<file path="src/design/heater_temperature_alert_monitor_macros.svh">
// assertion macros for the heater temperature alert monitor
`ifndef HEATER_TEMPERATURE_ALERT_MONITOR_MACROS_SVH
`define HEATER_TEMPERATURE_ALERT_MONITOR_MACROS_SVH

// same-cycle implication, checked out of reset
`define HTAM_ASSERT_NOW(lbl, ante, cons) \
    lbl: assert property (@(posedge clk) disable iff (!rst_n) (ante) |-> (cons)) \
        else $error("htam check failed");

// next-cycle implication, checked out of reset
`define HTAM_ASSERT_NXT(lbl, ante, cons) \
    lbl: assert property (@(posedge clk) disable iff (!rst_n) (ante) |=> (cons)) \
        else $error("htam check failed");

`endif

</file>
<file path="src/design/htam_pkg.sv">
// shared types and constants for the heater temperature alert monitor
package htam_pkg;

    localparam int TEMP_W  = 11;
    localparam int SP_W    = 9;
    localparam int WIN_W   = 5;
    localparam int HYST_W  = 5;
    localparam int RISE_W  = 6;
    localparam int FREQ_W  = 11;
    localparam int DUR_W   = 13;
    localparam int CFG_W   = 9;
    localparam int CIDX_W  = 2;
    localparam int CMP_W   = 12;

    typedef enum logic [1:0] {
        ALERT_NONE     = 2'd0,
        ALERT_FAULT    = 2'd1,
        ALERT_SETPOINT = 2'd2,
        ALERT_HOT_OFF  = 2'd3
    } alert_t;

    typedef enum logic [CIDX_W-1:0] {
        REG_SETPOINT  = 2'd0,
        REG_WINDOW    = 2'd1,
        REG_HYSTERESIS = 2'd2,
        REG_SAFE_RISE = 2'd3
    } cfg_idx_t;

    typedef struct packed {
        logic               mute;
        alert_t             code;
        logic [DUR_W-1:0]   duration;
        logic [FREQ_W-1:0]  frequency;
    } result_t;

    localparam logic [FREQ_W-1:0] FREQ_FAULT    = 11'd800;
    localparam logic [FREQ_W-1:0] FREQ_SETPOINT = 11'd1000;
    localparam logic [FREQ_W-1:0] FREQ_HOT_OFF  = 11'd1500;
    localparam logic [DUR_W-1:0]  DUR_FAULT     = 13'd2000;
    localparam logic [DUR_W-1:0]  DUR_SETPOINT  = 13'd400;
    localparam logic [DUR_W-1:0]  DUR_HOT_OFF   = 13'd5000;

    localparam logic [SP_W-1:0]   SETPOINT_RST  = 9'd50;
    localparam logic [WIN_W-1:0]  WINDOW_RST    = 5'd3;
    localparam logic [HYST_W-1:0] HYST_RST      = 5'd2;
    localparam logic [RISE_W-1:0] RISE_RST      = 6'd10;
    localparam logic signed [TEMP_W-1:0] REF_TEMP_RST = 11'sd1023;

endpackage

</file>
<file path="src/design/heater_temperature_alert_monitor.sv">
// heater temperature alert monitor: one alert word per temperature sample
//
// input stream s_axis: tdata carries the signed temperature, tuser the
// sensor fault, ten second tick, heater on and calibrating flags.
// output stream m_axis: tdata carries beep frequency and duration, tuser
// the alert code and the override mute flag; exactly one word per sample.
// cfg_wen/cfg_index/cfg_data write setpoint, window, hysteresis and safe
// rise; write only while no sample is in flight.
// latency: the alert for a sample is presented on m_axis the cycle after
// its acceptance when the result register is free, later when it waits.
// throughput: one sample per cycle while the skid register is empty, set by the
// single compare-and-update of the window flag and reference temperature.
// a two-word output buffer (result register plus skid register) lets the
// block keep taking samples while a result waits; s_axis_tready drops only
// when both hold words the receiver has not taken.
// reset clears the buffers, restores the register defaults, clears the
// window flag and sets the reference temperature to its maximum.
module heater_temperature_alert_monitor
    import htam_pkg::*;
(
    input  logic              clk,
    input  logic              rst_n,
    input  logic              s_axis_tvalid,
    output logic              s_axis_tready,
    input  logic [15:0]       s_axis_tdata,   // temperature
    input  logic [3:0]        s_axis_tuser,   // sensor_fault, ten_second_tick, heater_on, calibrating
    output logic              m_axis_tvalid,
    input  logic              m_axis_tready,
    output logic [23:0]       m_axis_tdata,   // beep_frequency, beep_duration
    output logic [2:0]        m_axis_tuser,   // alert_code, override_mute
    input  logic              cfg_wen,
    input  logic [CIDX_W-1:0] cfg_index,
    input  logic [CFG_W-1:0]  cfg_data
);

    logic [SP_W-1:0]   setpoint_reg;
    logic [WIN_W-1:0]  window_reg;
    logic [HYST_W-1:0] hyst_reg;
    logic [RISE_W-1:0] rise_reg;

    logic                     inside_reg, inside_next;
    logic signed [TEMP_W-1:0] ref_temp_reg, ref_temp_next;

    result_t out_reg, skid_reg, res_next;
    logic    out_valid_reg, skid_valid_reg;

    logic                     accept, out_load;
    logic signed [TEMP_W-1:0] temp_in;
    logic                     fault, tick, heater, calib;
    logic signed [CMP_W-1:0]  temp_x, sp_x, half_w, lo_lim, hi_lim, trip_lim;
    logic                     in_win;

    assign temp_in = s_axis_tdata[TEMP_W-1:0];
    assign fault   = s_axis_tuser[0];
    assign tick    = s_axis_tuser[1];
    assign heater  = s_axis_tuser[2];
    assign calib   = s_axis_tuser[3];

    assign s_axis_tready = !skid_valid_reg;
    assign accept        = s_axis_tvalid && s_axis_tready;
    assign out_load      = !out_valid_reg || m_axis_tready;

    // config registers
    always_ff @(posedge clk or negedge rst_n)
    begin
        if (!rst_n)
        begin
            setpoint_reg <= SETPOINT_RST;
            window_reg   <= WINDOW_RST;
            hyst_reg     <= HYST_RST;
            rise_reg     <= RISE_RST;
        end
        else if (cfg_wen)
        begin
            case (cfg_idx_t'(cfg_index))
                REG_SETPOINT:   setpoint_reg <= cfg_data[SP_W-1:0];
                REG_WINDOW:     window_reg   <= cfg_data[WIN_W-1:0];
                REG_HYSTERESIS: hyst_reg     <= cfg_data[HYST_W-1:0];
                REG_SAFE_RISE:  rise_reg     <= cfg_data[RISE_W-1:0];
                default:        ;
            endcase
        end
    end

    // window and reference compare
    always_comb
    begin
        temp_x   = CMP_W'(temp_in);
        sp_x     = signed'({{(CMP_W-SP_W){1'b0}}, setpoint_reg});
        half_w   = signed'({{(CMP_W-WIN_W){1'b0}}, window_reg})
                 + (inside_reg ? signed'({{(CMP_W-HYST_W){1'b0}}, hyst_reg})
                               : {CMP_W{1'b0}});
        lo_lim   = sp_x - half_w;
        hi_lim   = sp_x + half_w;
        trip_lim = CMP_W'(ref_temp_reg) + signed'({{(CMP_W-RISE_W){1'b0}}, rise_reg});
        in_win   = (temp_x > lo_lim) && (temp_x < hi_lim);

        res_next      = '0;
        inside_next   = inside_reg;
        ref_temp_next = ref_temp_reg;

        if (fault)
        begin
            if (tick)
            begin
                res_next.code      = ALERT_FAULT;
                res_next.frequency = FREQ_FAULT;
                res_next.duration  = DUR_FAULT;
                res_next.mute      = 1'b1;
            end
        end
        else
        begin
            inside_next = in_win;
            if (in_win && (!inside_reg || hyst_reg == '0) && heater)
            begin
                res_next.code      = ALERT_SETPOINT;
                res_next.frequency = FREQ_SETPOINT;
                res_next.duration  = DUR_SETPOINT;
                res_next.mute      = 1'b0;
            end
            if (heater || calib)
            begin
                ref_temp_next = temp_in;
            end
            else if (tick)
            begin
                if (temp_in < ref_temp_reg)
                begin
                    ref_temp_next = temp_in;
                end
                else if (temp_x >= trip_lim)
                begin
                    res_next.code      = ALERT_HOT_OFF;
                    res_next.frequency = FREQ_HOT_OFF;
                    res_next.duration  = DUR_HOT_OFF;
                    res_next.mute      = 1'b1;
                end
            end
        end
    end

    // monitor state
    always_ff @(posedge clk or negedge rst_n)
    begin
        if (!rst_n)
        begin
            inside_reg   <= 1'b0;
            ref_temp_reg <= REF_TEMP_RST;
        end
        else if (accept)
        begin
            inside_reg   <= inside_next;
            ref_temp_reg <= ref_temp_next;
        end
    end

    // result register and skid register
    always_ff @(posedge clk or negedge rst_n)
    begin
        if (!rst_n)
        begin
            out_valid_reg  <= 1'b0;
            skid_valid_reg <= 1'b0;
        end
        else if (skid_valid_reg)
        begin
            if (out_load)
            begin
                out_valid_reg  <= 1'b1;
                skid_valid_reg <= 1'b0;
            end
        end
        else if (accept)
        begin
            if (out_load)
            begin
                out_valid_reg <= 1'b1;
            end
            else
            begin
                skid_valid_reg <= 1'b1;
            end
        end
        else if (out_load)
        begin
            out_valid_reg <= 1'b0;
        end
    end

    always_ff @(posedge clk)
    begin
        if (skid_valid_reg)
        begin
            if (out_load)
            begin
                out_reg <= skid_reg;
            end
        end
        else if (accept)
        begin
            if (out_load)
            begin
                out_reg <= res_next;
            end
            else
            begin
                skid_reg <= res_next;
            end
        end
    end

    assign m_axis_tvalid = out_valid_reg;
    assign m_axis_tdata  = {out_reg.duration, out_reg.frequency};
    assign m_axis_tuser  = {out_reg.mute, out_reg.code};

    `include "heater_temperature_alert_monitor_macros.svh"

    `HTAM_ASSERT_NOW(a_skid_behind_out, skid_valid_reg, out_valid_reg)
    `HTAM_ASSERT_NOW(a_quiet_when_none,
        out_valid_reg && out_reg.code == ALERT_NONE,
        out_reg.frequency == '0 && out_reg.duration == '0 && !out_reg.mute)
    `HTAM_ASSERT_NXT(a_fault_holds_state, accept && fault,
        $stable(ref_temp_reg) && $stable(inside_reg))
    `HTAM_ASSERT_NXT(a_heater_tracks_ref, accept && !fault && heater,
        ref_temp_reg == $past(temp_in))

endmodule

</file>
<file path="config.mk">
export PLATFORM = sky130hd
export DESIGN_NAME = heater_temperature_alert_monitor
export DESIGN_NICKNAME = d
export VERILOG_FILES = /design/src/design/htam_pkg.sv /design/src/design/heater_temperature_alert_monitor.sv
export VERILOG_INCLUDE_DIRS = /design/src /design/src/design
export SDC_FILE = /design/constraint.sdc
export NUM_CORES = 1
export LEC_CHECK = 0
export BUFFER_PORTS_ARGS = -buffer_cell sky130_fd_sc_hd__buf_4
export CAP_MARGIN = 15
export CORE_MARGIN = 2
export CORE_UTILIZATION = 24
export DETAILED_ROUTE_END_ITERATION = 8
export PLACE_DENSITY = 0.5
export REMOVE_ABC_BUFFERS = 1
export SYNTH_ARGS = -nofsm -noshare
export SYNTH_HDL_FRONTEND = slang
export SYNTH_SLANG_ARGS = --single-unit
export TNS_END_PERCENT = 30
</file>
<file path="constraint.sdc">
create_clock -name clk -period 4.76 [get_ports clk]
set_clock_uncertainty 0.2 [all_clocks]
set_input_delay 1.19 -clock clk [delete_from_list [all_inputs] [get_ports clk]]
set_output_delay 1.19 -clock clk [all_outputs]
set_load 0.01 [all_outputs]
</file>
Yosys cells after proc, flatten, opt, wreduce, memory -nomap -nowiden --
Cells that the tools add are included. W data, S select, Z words.
Operators by class: bitwise logic cells 3, $lt $le $gt $ge 4, add/subtract/negate cells 4, equality and inequality tests 3, multiplexer cells 22, reductions and logical operators 24
Operators with widths (number):
- $mux W27 | 10
- $mux W11 | 3
- $mux W26 | 1
- $lt A11 B11 Y1 | 2
- $add A11 B7 Y12 | 1
- $ge A11 B12 Y1 | 1
- $reduce_and A2 Y1 | 6
- $gt A11 B10 Y1 | 1
- $add A9 B6 Y10 | 1
- $sub A9 B6 Y10 | 1
- $mux W1 | 7
- $add A5 B5 Y6 | 1
- $reduce_bool A2 Y1 | 3
- $logic_not A5 Y1 | 1
- $mux W5 | 1
- $eq A2 B2 Y1 const B | 2
- $logic_and A1 B1 Y1 | 4
- $reduce_and A4 Y1 | 1
- $logic_not A1 Y1 | 3
- $logic_or A1 B1 Y1 | 3
- $not A1 Y1 | 3
- $reduce_and A3 Y1 | 1
- $reduce_bool A3 Y1 | 1
- $eq A2 B1 Y1 const B | 1
- $logic_not A2 Y1 | 1
Storage, ports and cells: logic and storage cells 76, flip-flop bits (word level) 93, bits of input ports 36

Longest topological paths before layout --
Gate-level depths: netlist of run 1.
depth after elaboration 16, gate-level depth with buffers 19, mapped depth without buffers 19

Worst setup path before layout of run 1 --
No wires, ideal clock.
path type register to register, start point register inside_reg, end point register out_reg, in the netlist m_axis_tdata[7], data pin, arrival time 3815 ps, stages on the path, launching flop included 19, library setup time 268 ps, slack 476 ps, cell sequence dfrtp_1 and2_1 ha_1 fa_1 xor2_1 ha_1 inv_1 a21oi_1 o21bai_1 a21oi_1 o21ai_1 or3_1 ha_1 and3_1 nand4_1 a21o_1 and3_1 o21ai_2 a31oi_1
On the way: word-level cells in the longest chain between the ends 16, elaborated cells between the ends (all ways) 20, classes of those cells 3 x add/sub; 2 x order compare; 10 x mux; 5 x reduce/logical
Ends and longest elaborated chain:
- start, declared | RTL line heater_temperature_alert_monitor.sv:41 | logic inside_reg, inside_next;
- start signal, assigned | RTL line heater_temperature_alert_monitor.sv:153 | inside_reg <= inside_next;
- $mux W5 | RTL line heater_temperature_alert_monitor.sv:91 | + (inside_reg ? signed'({{(CMP_W-HYST_W){1'b0}}, hyst_reg})
- $add A5 B5 Y6 | RTL line heater_temperature_alert_monitor.sv:91
- $sub A9 B6 Y10 or $add A9 B6 Y10 (tied branches) | RTL line heater_temperature_alert_monitor.sv:93, heater_temperature_alert_monitor.sv:94
- $gt A11 B10 Y1 or $lt A11 B11 Y1 (tied branches) | RTL line heater_temperature_alert_monitor.sv:96 | in_win = (temp_x > lo_lim) && (temp_x < hi_lim);
- $logic_and A1 B1 Y1 | RTL line heater_temperature_alert_monitor.sv:96
- $logic_and A1 B1 Y1 * (2 in series) | RTL line heater_temperature_alert_monitor.sv:115 | if (in_win && (!inside_reg || hyst_reg == '0) && heater)
- $mux W26 * | RTL line heater_temperature_alert_monitor.sv:115
- $mux W27 | RTL line heater_temperature_alert_monitor.sv:132 | else if (temp_x >= trip_lim)
- $mux W27 | RTL line heater_temperature_alert_monitor.sv:128 | if (temp_in < ref_temp_reg)
- $mux W27 | RTL line heater_temperature_alert_monitor.sv:126 | else if (tick)
- $mux W27 * | RTL line heater_temperature_alert_monitor.sv:122 | if (heater || calib)
- $mux W27 * | RTL line heater_temperature_alert_monitor.sv:102 | if (fault)
- $mux W27 * | RTL line heater_temperature_alert_monitor.sv:202 | if (out_load)
- $mux W27 * | RTL line heater_temperature_alert_monitor.sv:200 | else if (accept)
- $mux W27 * | RTL line heater_temperature_alert_monitor.sv:193 | if (skid_valid_reg)
- end signal, assigned | RTL line heater_temperature_alert_monitor.sv:197 | out_reg <= skid_reg;
- end signal, assigned | RTL line heater_temperature_alert_monitor.sv:204 | out_reg <= res_next;
- end, declared | RTL line heater_temperature_alert_monitor.sv:44 | result_t out_reg, skid_reg, res_next;
Mark *: on every way between the ends. The rest lies on a longest branch, timed or not. The select of a mux whose other input is x is not followed. A chain may end at the register's enable or synchronous reset.

Worst setup path after layout of run 1 --
Ends and elaborated chain as after synthesis.

==> results.json, run 1 <==
{
  "grt_pass1_wl_mm": 15.70,
  "timing.final.crit_share_pct": 95.55,
  "ctsHoldBuffers": 0,
  "p_sw_share_pct": 39.43,
  "synthCells": 422,
  "stdcell_area_um2": 5090,
  "synth_area_leader_cell": "ha_1",
  "static-leakage-power_uw": 0.002331,
  "syn_area_um2": 4259,
  "grt-ovfl-total": 0,
  "fp-row-count": 48,
  "drt_iter0_drc": 69,
  "criticalPathCategory": "reg2reg",
  "die_area_um2": 18830,
  "worstPathArrival_ps": 4390,
  "die_x_um": 137.2,
  "critPathMaxStageDelay_ps": 610,
  "grt_util_met3_pct": 1.950,
  "num_vias": 3150,
  "hp-class": "reg2reg",
  "htreeDepth": 2,
  "vdd_ir_drop_max_uv": 199.9,
  "cts_tree": "yes",
  "worstSetupEndpointType": "flop",
  "path_common_cell": "ha_1",
  "drive_gt1_share_pct": 29.24,
  "yosysUniqueCellTypes": 50,
  "layout_common_cells": "68 x ha_1, 60 x buf_4, 35 x inv_1, 22 x nor2_1, 22 x a21oi_1",
  "drt_first_pass_iters": 4,
  "synth-edff-count": 12,
  "final-hold-violation-count": 0,
  "p_sw_uw": 966.3,
  "synth_flop_cell": "dfrtp_1",
  "syn_area_per_cell_um2": 10.09,
  "port-buffer-count": 52,
  "pwr-share-clk_pct": 16.7,
  "yosys_warnings": 0,
  "largest_reg_flops": 11,
  "num_io_pins": 65,
  "cp_top_family": "adder cells",
  "drcViolationCount": 0,
  "ys_ff_latch": 51,
  "start_util_pct": 24.62,
  "utilization_pct": 29.43,
  "relSlewSlack_pct": 35.96,
  "grt_pass1_vias": 3196,
  "grt_busiest_layer": "met2",
  "place_congestion": 0.8137,
  "post_drt_wl_per_cell_um": 13.90,
  "worstMarginPinSlew_ps": 956.4,
  "path_buf_inv": 2,
  "slew_viol_final": 0,
  "core-area_um2": 17300,
  "seqPwrFrac_pct": 26.0,
  "cp_slowest_cell": "fa_2",
  "drt_wl_total_mm": 9.686,
  "synthTopCellsByArea": "ha_1 20%, dfrtp_1 12%, dfstp_2 11%",
  "clk_latency_ps": 290,
  "worst_slack_ps": 211.9,
  "dp_worst_setup_slack_ps": 97.36,
  "critPathLaunchType": "flop",
  "crit_fanout": 6,
  "cts_sinks": 51,
  "fillers": 1838,
  "max_freq_ghz": 0.2199,
  "grt_max_degree": 40,
  "met2_usage_pct": 18.99,
  "p_comb_share_pct": 57.3,
  "ctsRootBufferMaster": "clkbuf_16",
  "antennaDiodeCount": 0,
  "setup_violations": 0,
  "ys_seq_area_share_pct": 31.90,
  "clock_path_buffers": 2,
  "path_clk_slew_ps": 70,
  "async_flop_share_pct": 76.47,
  "fin_nets": 579,
  "p_int_uw": 1485,
  "maxCapViolations": 0,
  "power_uw": 2451,
  "p_per_area_nw_per_um2": 481.5,
  "dp_hpwl_mm": 7.797,
  "grtUsageMet1_pct": 13.59,
  "dpl_cell_area_um2": 4831,
  "synth_top_cell_area_share_pct": 19.98,
  "antenna_found_initial": 0,
  "drtAntennaViolNets": 0,
  "cp.required_ps": 4600,
  "status": "complete, no violations",
  "crit_chain": "and2_1, ha_1, fa_2, inv_1, ha_1, o21bai_1, a21oi_2, o21bai_1, a21oi_2, o21ai_2, or3_4, ha_1, and3_1, nand4_1, a21o_1, and3_1, o21ai_2, buf_6, a31oi_1",
  "tns_ps": 0,
  "track_usage_pct": 10.69,
  "viasPerCell": 4.519,
  "syn2layout_area_growth_pct": 19.51,
  "final_common_cell": "ha_1",
  "die-height_um": 137.2,
  "cts_buffers": 5,
  "fin_crit_ps": 4548
}
layout make-up:
type / instances / area [um2] / area share (%)
Clock inverter: 3 / 38.79 / 0.7620
Tap cell: 225 / 281.5 / 5.531
Timing Repair Buffer: 61 / 461.7 / 9.071
Sequential cell: 51 / 1359 / 26.70
Multi-Input combinational cell: 316 / 2689 / 52.83
Inverter: 36 / 135.1 / 2.655
Clock buffer: 5 / 125.1 / 2.458
worst reg2reg max path, cell delays in order (launching register included):
cell      delay [ps]
dfrtp_1          430
and2_1           160
ha_1             210
fa_2             610
inv_1             80
ha_1             180
o21bai_1         170
a21oi_2          160
o21bai_1         100
a21oi_2          200
o21ai_2           90
or3_4            340
ha_1             310
and3_1           180
nand4_1          140
a21o_1           220
and3_1           190
o21ai_2          130
buf_6            140
a31oi_1           80
metal layers:
layer  vias up  share of wire (%)
met4         0               0.57
met3         5                4.0
met5         -                  0
li1       1561                  -
met1      1527                 47
met2        57                 48
power groups by stage:
| stage | combinational [uW] | clock (uW) | sequential [uW] |
|---|---|---|---|
| 2_1_floorplan | 956 | 0 | 629 |
| 3_3_place_gp | 1270 | 0 | 644 |
| 3_5_place_dp | 1320 | 0 | 646 |
| 4_1_cts | 1320 | 426 | 639 |
| 5_1_grt | 1600 | 444 | 651 |
| 6_report | 1400 | 409 | 638 |
Yosys cell counts, types with 4 or more instances:
| cell type | instances |
|---|---|
| ha_1 | 68 |
| inv_1 | 36 |
| a21oi_1 | 28 |
| nor2_1 | 22 |
| buf_4 | 21 |
| dfrtp_1 | 21 |
| nand2_1 | 21 |
| mux2_2 | 19 |
| dfstp_2 | 18 |
| xnor2_1 | 17 |
| o21ai_0 | 14 |
| edfxtp_1 | 12 |
| a21o_1 | 10 |
| mux2_4 | 10 |
| nand3_1 | 9 |
| o21ai_1 | 8 |
| xor2_1 | 8 |
| nor2b_1 | 7 |
| a31oi_1 | 6 |
| o21bai_1 | 6 |
| and2_1 | 5 |
| nand2b_1 | 5 |
| a211oi_1 | 4 |
| fa_1 | 4 |
| mux2_1 | 4 |
| nand4_1 | 4 |
cells by family after synthesis:
logic type,synth area share [%]
AND/OR/NAND/NOR,11.34
XOR/XNOR,5.141
multiplexers,9.841
flip-flops,31.90
adder cells (fa/ha/maj),21.86
buffers and inverters,7.403
AO/OA/AOI/OAI,12.43
other,0.08805
final timing paths:
kind	to	start	slack (ps)	depth (start not counted)
min in group asynchronous	hyst_reg[3]$_DFFE_PN0P_	rst_n	690	1
max reg2reg	m_axis_tdata[7]$_DFFE_PP_	inside_reg$_DFFE_PN0P_	210	19
min reg2reg	window_reg[4]$_DFFE_PN0P_	window_reg[4]$_DFFE_PN0P_	330	1
max in group asynchronous	ref_temp_reg[1]$_DFFE_PN1P_	rst_n	3300	1
max	m_axis_tdata[7]$_DFFE_PP_	inside_reg$_DFFE_PN0P_	210	19
min	window_reg[4]$_DFFE_PN0P_	window_reg[4]$_DFFE_PN0P_	330	1
what timing repair did:
| action | 4_1_cts | 5_1_grt |
|---|---|---|
| setup buffers | 0 | 2 |
| resized for setup | 0 | 21 |
| setup endpoints to repair | 0 | 6 |
through the flow:
step                hold WS (ps)  instances
global placement           305.7        687
detailed placement         310.3        687
finish                     325.4        697
floorplan                  286.0        403
global route               341.1        697
CTS                        329.4        695
Note: power is estimated with default switching activity, not from simulation.
==> run 2, diff against run 1 <==
- ABC_AREA: not set -> 1
==> results.json, run 2 <==
{
  "synthCells": 556,
  "p_sw_share_pct": 40.19,
  "htreeDepth": 2,
  "drive_gt1_share_pct": 19.57,
  "drcViolationCount": 0,
  "synth_area_leader_cell": "ha_1",
  "p_per_area_nw_per_um2": 398.5,
  "synth-edff-count": 12,
  "final_common_cell": "nand2_1",
  "pwr-share-clk_pct": 20.4,
  "die-height_um": 140.0,
  "timing.final.crit_share_pct": 92.37,
  "drt_first_pass_iters": 5,
  "fin_nets": 705,
  "cts_sinks": 51,
  "yosysUniqueCellTypes": 39,
  "worstPathArrival_ps": 4250,
  "largest_reg_flops": 11,
  "clock_path_buffers": 2,
  "syn_area_per_cell_um2": 7.982,
  "track_usage_pct": 10.61,
  "cts_tree": "yes",
  "core-area_um2": 18020,
  "criticalPathCategory": "reg2reg",
  "port-buffer-count": 52,
  "crit_fanout": 6,
  "synth_top_cell_area_share_pct": 19.17,
  "yosys-top-cells-count": "126 x nand2_1, 82 x inv_1, 68 x ha_1",
  "seqPwrFrac_pct": 29.1,
  "drt_iter0_drc": 112,
  "maxCapViolations": 0,
  "grt_pass1_wl_mm": 16.59,
  "final-hold-violation-count": 0,
  "antenna_found_initial": 0,
  "max_freq_ghz": 0.2274,
  "vdd_ir_drop_max_uv": 184.7,
  "tns_ps": 0,
  "num_vias": 3361,
  "path_clk_slew_ps": 70,
  "async_flop_share_pct": 76.47,
  "worst_slack_ps": 363.0,
  "viasPerCell": 4.064,
  "start_util_pct": 24.62,
  "num_io_pins": 65,
  "yosysMostFrequentCell": "nand2_1",
  "rsz0062_at_grt": "false",
  "drtAntennaViolNets": 0,
  "cts_buffers": 5,
  "syn_area_um2": 4438,
  "synthTopCellsByArea": "ha_1 19%, dfrtp_1 12%, dfstp_2 11%",
  "synth_flop_cell": "dfrtp_1",
  "setup_violations": 0,
  "p_comb_share_pct": 50.5,
  "p_sw_uw": 828.0,
  "cp_slowest_cell": "dfrtp_2",
  "grt-ovfl-total": 0,
  "grt_max_degree": 40,
  "fin_crit_ps": 4397,
  "grt_pass1_vias": 3288,
  "drt_wl_total_mm": 9.812,
  "cp.required_ps": 4610,
  "clk_latency_ps": 300,
  "ctsRootBufferMaster": "clkbuf_16",
  "path_common_cell": "nand2_1",
  "status": "complete, no violations",
  "antennaDiodeCount": 0,
  "dp_hpwl_mm": 8.040,
  "dp_worst_setup_slack_ps": 242.4,
  "relSlewSlack_pct": 50.56,
  "hp-class": "reg2reg",
  "fillers": 2005,
  "yosys_warnings": 0,
  "p_int_uw": 1232,
  "die_x_um": 140.0,
  "worstMarginPinSlew_ps": 738.8,
  "ys_ff_latch": 51,
  "post_drt_wl_per_cell_um": 11.86,
  "critPathMaxStageDelay_ps": 470,
  "layout_common_cells": "126 x nand2_1, 82 x inv_1, 66 x ha_1, 55 x buf_4, 38 x nor2_1",
  "critPathLaunchType": "flop",
  "place_congestion": 0.7840,
  "worstSetupEndpointType": "flop",
  "syn2layout_area_growth_pct": 16.49,
  "static-leakage-power_uw": 0.002698,
  "ys_seq_area_share_pct": 30.62,
  "slew_viol_final": 0,
  "die_area_um2": 19600,
  "fp-row-count": 49
}
[run 2: changes by cell type in the layout (fill, tap and decap cells not counted), sizes merged, moves of 7 or more]
| cell | before | now |
|---|---|---|
| a21o | 10 | 2 |
| nand3 | 9 | 24 |
| xor2 | 8 | 20 |
| o21ai | 23 | 30 |
| nand2 | 21 | 131 |
| a31oi | 7 | 0 |
| a21oi | 28 | 41 |
| nor2 | 22 | 41 |
| nor2b | 7 | 0 |
| xnor2 | 17 | 5 |
| mux2 | 33 | 0 |
| inv | 36 | 85 |
[run 2: layout make-up]
cell class,instances,area (um2),area share [%]
Multi-Input combinational cell,399,2625,50.77
Sequential cell,51,1360,26.31
Timing Repair Buffer,55,412.9,7.986
Inverter,85,319.1,6.171
Tap cell,229,286.5,5.542
Clock buffer,6,128.9,2.493
Clock inverter,2,37.54,0.7260
[run 2: critical path: cells and delay by family (launching register included)]
| kind | cells | cell delay, ps |
|---|---|---|
| adders and majority gates | 3 | 930 |
| xor gates and xnor gates | 2 | 320 |
| buffers and inverters | 4 | 350 |
| DFF | 1 | 470 |
| AOI/OAI and AO/OA | 4 | 540 |
| and+or+nand+nor | 15 | 1360 |
[run 2: path summary, 6_finish.rpt]
kind	end	startpoint	depth (start not counted)	slack, ps
worst max-delay path	m_axis_tdata[8]$_DFFE_PP_	inside_reg$_DFFE_PN0P_	28	360
worst min-delay path	ref_temp_reg[0]$_DFFE_PN1P_	ref_temp_reg[0]$_DFFE_PN1P_	2	290
worst max register to register	m_axis_tdata[8]$_DFFE_PP_	inside_reg$_DFFE_PN0P_	28	360
worst min register to register	ref_temp_reg[0]$_DFFE_PN1P_	ref_temp_reg[0]$_DFFE_PN1P_	2	290
max in group asynchronous	inside_reg$_DFFE_PN0P_	rst_n	1	3270
min in group asynchronous	rise_reg[2]$_DFFE_PN0P_	rst_n	1	680
[run 2: routing by layer]
layer  vias to the layer above  routed length (um)  GRT usage, %
met5                         -                   0             0
met4                         0                 114         2.842
met3                         7                 291         2.017
met2                        46                4325         17.18
met1                      1457                5082         14.53
li1                       1851                   -             -
[run 2: what timing repair did]
action | in CTS | in global routing
setup endpoints to repair | 0 | 6
hold endpoints to repair | 0 | 0
setup buffers | 0 | 1
gates resized for setup | 0 | 10
hold buffers | 0 | 0
[run 2: cells by family after synthesis]
logic type,after synthesis,share of synthesized area [%]
AO/OA/AOI/OAI,79,10.63
XOR/XNOR,25,4.934
buffers and inverters,112,11.76
other,1,0.08450
adder cells (fa/ha/maj),72,20.98
flip-flops,51,30.62
AND/OR/NAND/NOR,216,21.00
[run 2: through the flow]
step | area (um2) | instances | hold slack (ps) | utilization [%] | total power (uW)
3_3_place_gp | 4950 | 818 | 277.5 | 27.46 | 1631
4_1_cts | 5116 | 826 | 294.7 | 28.38 | 2074
2_1_floorplan | 4258 | 535 | 259.4 | - | 1374
6_report | 5170 | 827 | 291.7 | 28.68 | 2060
3_5_place_dp | 4950 | 818 | 282.7 | 27.46 | 1636
5_1_grt | 5170 | 827 | 312.6 | 28.68 | 2291
[run 2: power by group through the flow]
stage          combinational (uW)  clock, uW  sequential, uW
2_1_floorplan                 773          0             600
3_3_place_gp                 1030          0             606
3_5_place_dp                 1030          0             609
4_1_cts                      1040        438             601
5_1_grt                      1230        451             614
6_report                     1040        420             600
==> run 3, diff against run 2 <==
- SETUP_SLACK_MARGIN: not set -> 0.4
==> results.json, run 3 (synthesis results as in run 2) <==
{
  "grt_max_degree": 40,
  "path_clk_slew_ps": 70,
  "hp-class": "reg2reg",
  "critPathMaxStageDelay_ps": 470,
  "utilization_pct": 30.58,
  "setup_violations": 0,
  "rsz0062_at_grt": "true",
  "htreeDepth": 2,
  "core-area_um2": 18020,
  "num_io_pins": 65,
  "worstMarginPinSlew_ps": 734.5,
  "die_area_um2": 19600,
  "ctsHoldBuffers": 0,
  "num_vias": 3465,
  "tns_ps": 0,
  "largest_reg_flops": 11,
  "drt_first_pass_iters": 4,
  "relSlewSlack_pct": 50.85,
  "cts_tree": "yes",
  "cp.required_ps": 4610,
  "fp-row-count": 49,
  "drt_iter0_drc": 141,
  "syn2layout_area_growth_pct": 24.19,
  "antennaDiodeCount": 0,
  "clk_latency_ps": 300,
  "antenna_found_initial": 0,
  "stdcell_area_um2": 5512,
  "layout_common_cells": "116 x nand2_1, 75 x inv_1, 69 x buf_4, 59 x ha_1, 36 x nor2_1",
  "port-buffer-count": 52,
  "final_common_cell": "nand2_1",
  "ctsRootBufferMaster": "clkbuf_16",
  "dp_hpwl_mm": 8.040,
  "timing.final.crit_share_pct": 88.57,
  "vdd_ir_drop_max_uv": 182.4,
  "status": "complete, no violations",
  "drive_gt1_share_pct": 28.27,
  "grt_pass1_vias": 3332,
  "cp_slowest_cell": "dfrtp_2",
  "drcViolationCount": 0,
  "max_freq_ghz": 0.2372,
  "clock_path_buffers": 2,
  "cts_sinks": 51,
  "multi_input_area_um2": 2856,
  "fin_nets": 719,
  "viasPerCell": 4.120,
  "post_drt_wl_per_cell_um": 12.19,
  "drt_wl_total_mm": 10.25,
  "fillers": 1963,
  "final-hold-violation-count": 0,
  "maxCapViolations": 0,
  "criticalPathCategory": "reg2reg",
  "die-height_um": 140.0,
  "cts_buffers": 5,
  "worstPathArrival_ps": 4070,
  "critPathLaunchType": "flop",
  "slew_viol_final": 0,
  "grt-ovfl-total": 0,
  "place_congestion": 0.7840,
  "die_x_um": 140.0,
  "drtAntennaViolNets": 0,
  "fin_crit_ps": 4216,
  "grt_pass1_wl_mm": 16.74,
  "start_util_pct": 24.62,
  "regArea_um2": 1360,
  "path_common_cell": "nand2_2",
  "dpl_cell_area_um2": 4950,
  "static-leakage-power_uw": 0.002772,
  "track_usage_pct": 10.69,
  "p_per_area_nw_per_um2": 406.4,
  "worstSetupEndpointType": "flop",
  "crit_fanout": 7
}
run 3: metal layers:
metal	track usage, %	part of all wire (%)
met3	2.017	3.1
met4	2.842	1.1
met2	17.43	46
met5	0	0
met1	14.55	50
run 3: metrics by stage:
stage	setup slack [ps]	hold slack (ps)	instances	total power [uW]
finish	543.9	291.2	841	2240
global route	255.6	316.2	841	2477
CTS	400.5	294.7	829	2107
detailed placement	242.4	282.7	818	1636
global placement	271.9	277.5	818	1631
floorplan	856.0	259.4	535	1374
run 3: power breakdown:
group          total [uW]  internal (uW)  switching [uW]
Clock                 419            249             170
Combinational        1220            547             669
Sequential            606            542            63.8
run 3: area by class of cell:
type                       count  area share, %
sequential                    51          24.68
timing repair buffer          69          9.398
clock buffer                   6          2.338
multi-input combinational    399          51.83
inverter                      85          5.880
tap                          229          5.199
clock inverter                 2         0.6810
run 3: critical path: cells and delay by family (launching register included):
family,cells,cell delay (ps)
adders and majority gates,4,1150
buffers and inverters,3,240
and+or+nand+nor,14,1140
DFF,1,470
xor gates and xnor gates,1,220
AOI/OAI and AO/OA,4,520
run 3: repair_timing:
action,CTS,global route
buffers inserted,3,12
pin swaps,3,32
gates resized for setup,11,50
endpoints found under the setup margin,6,7
run 3: final timing paths:
kind	from	end	slack (ps)	cells after the start
min in group asynchronous	rst_n	hyst_reg[0]$_DFFE_PN0P_	680	1
max reg2reg	inside_reg$_DFFE_PN0P_	m_axis_tdata[8]$_DFFE_PP_	540	26
min	ref_temp_reg[0]$_DFFE_PN1P_	ref_temp_reg[0]$_DFFE_PN1P_	290	2
min reg2reg	ref_temp_reg[0]$_DFFE_PN1P_	ref_temp_reg[0]$_DFFE_PN1P_	290	2
max in group asynchronous	rst_n	inside_reg$_DFFE_PN0P_	3270	1
max	inside_reg$_DFFE_PN0P_	m_axis_tdata[8]$_DFFE_PP_	540	26
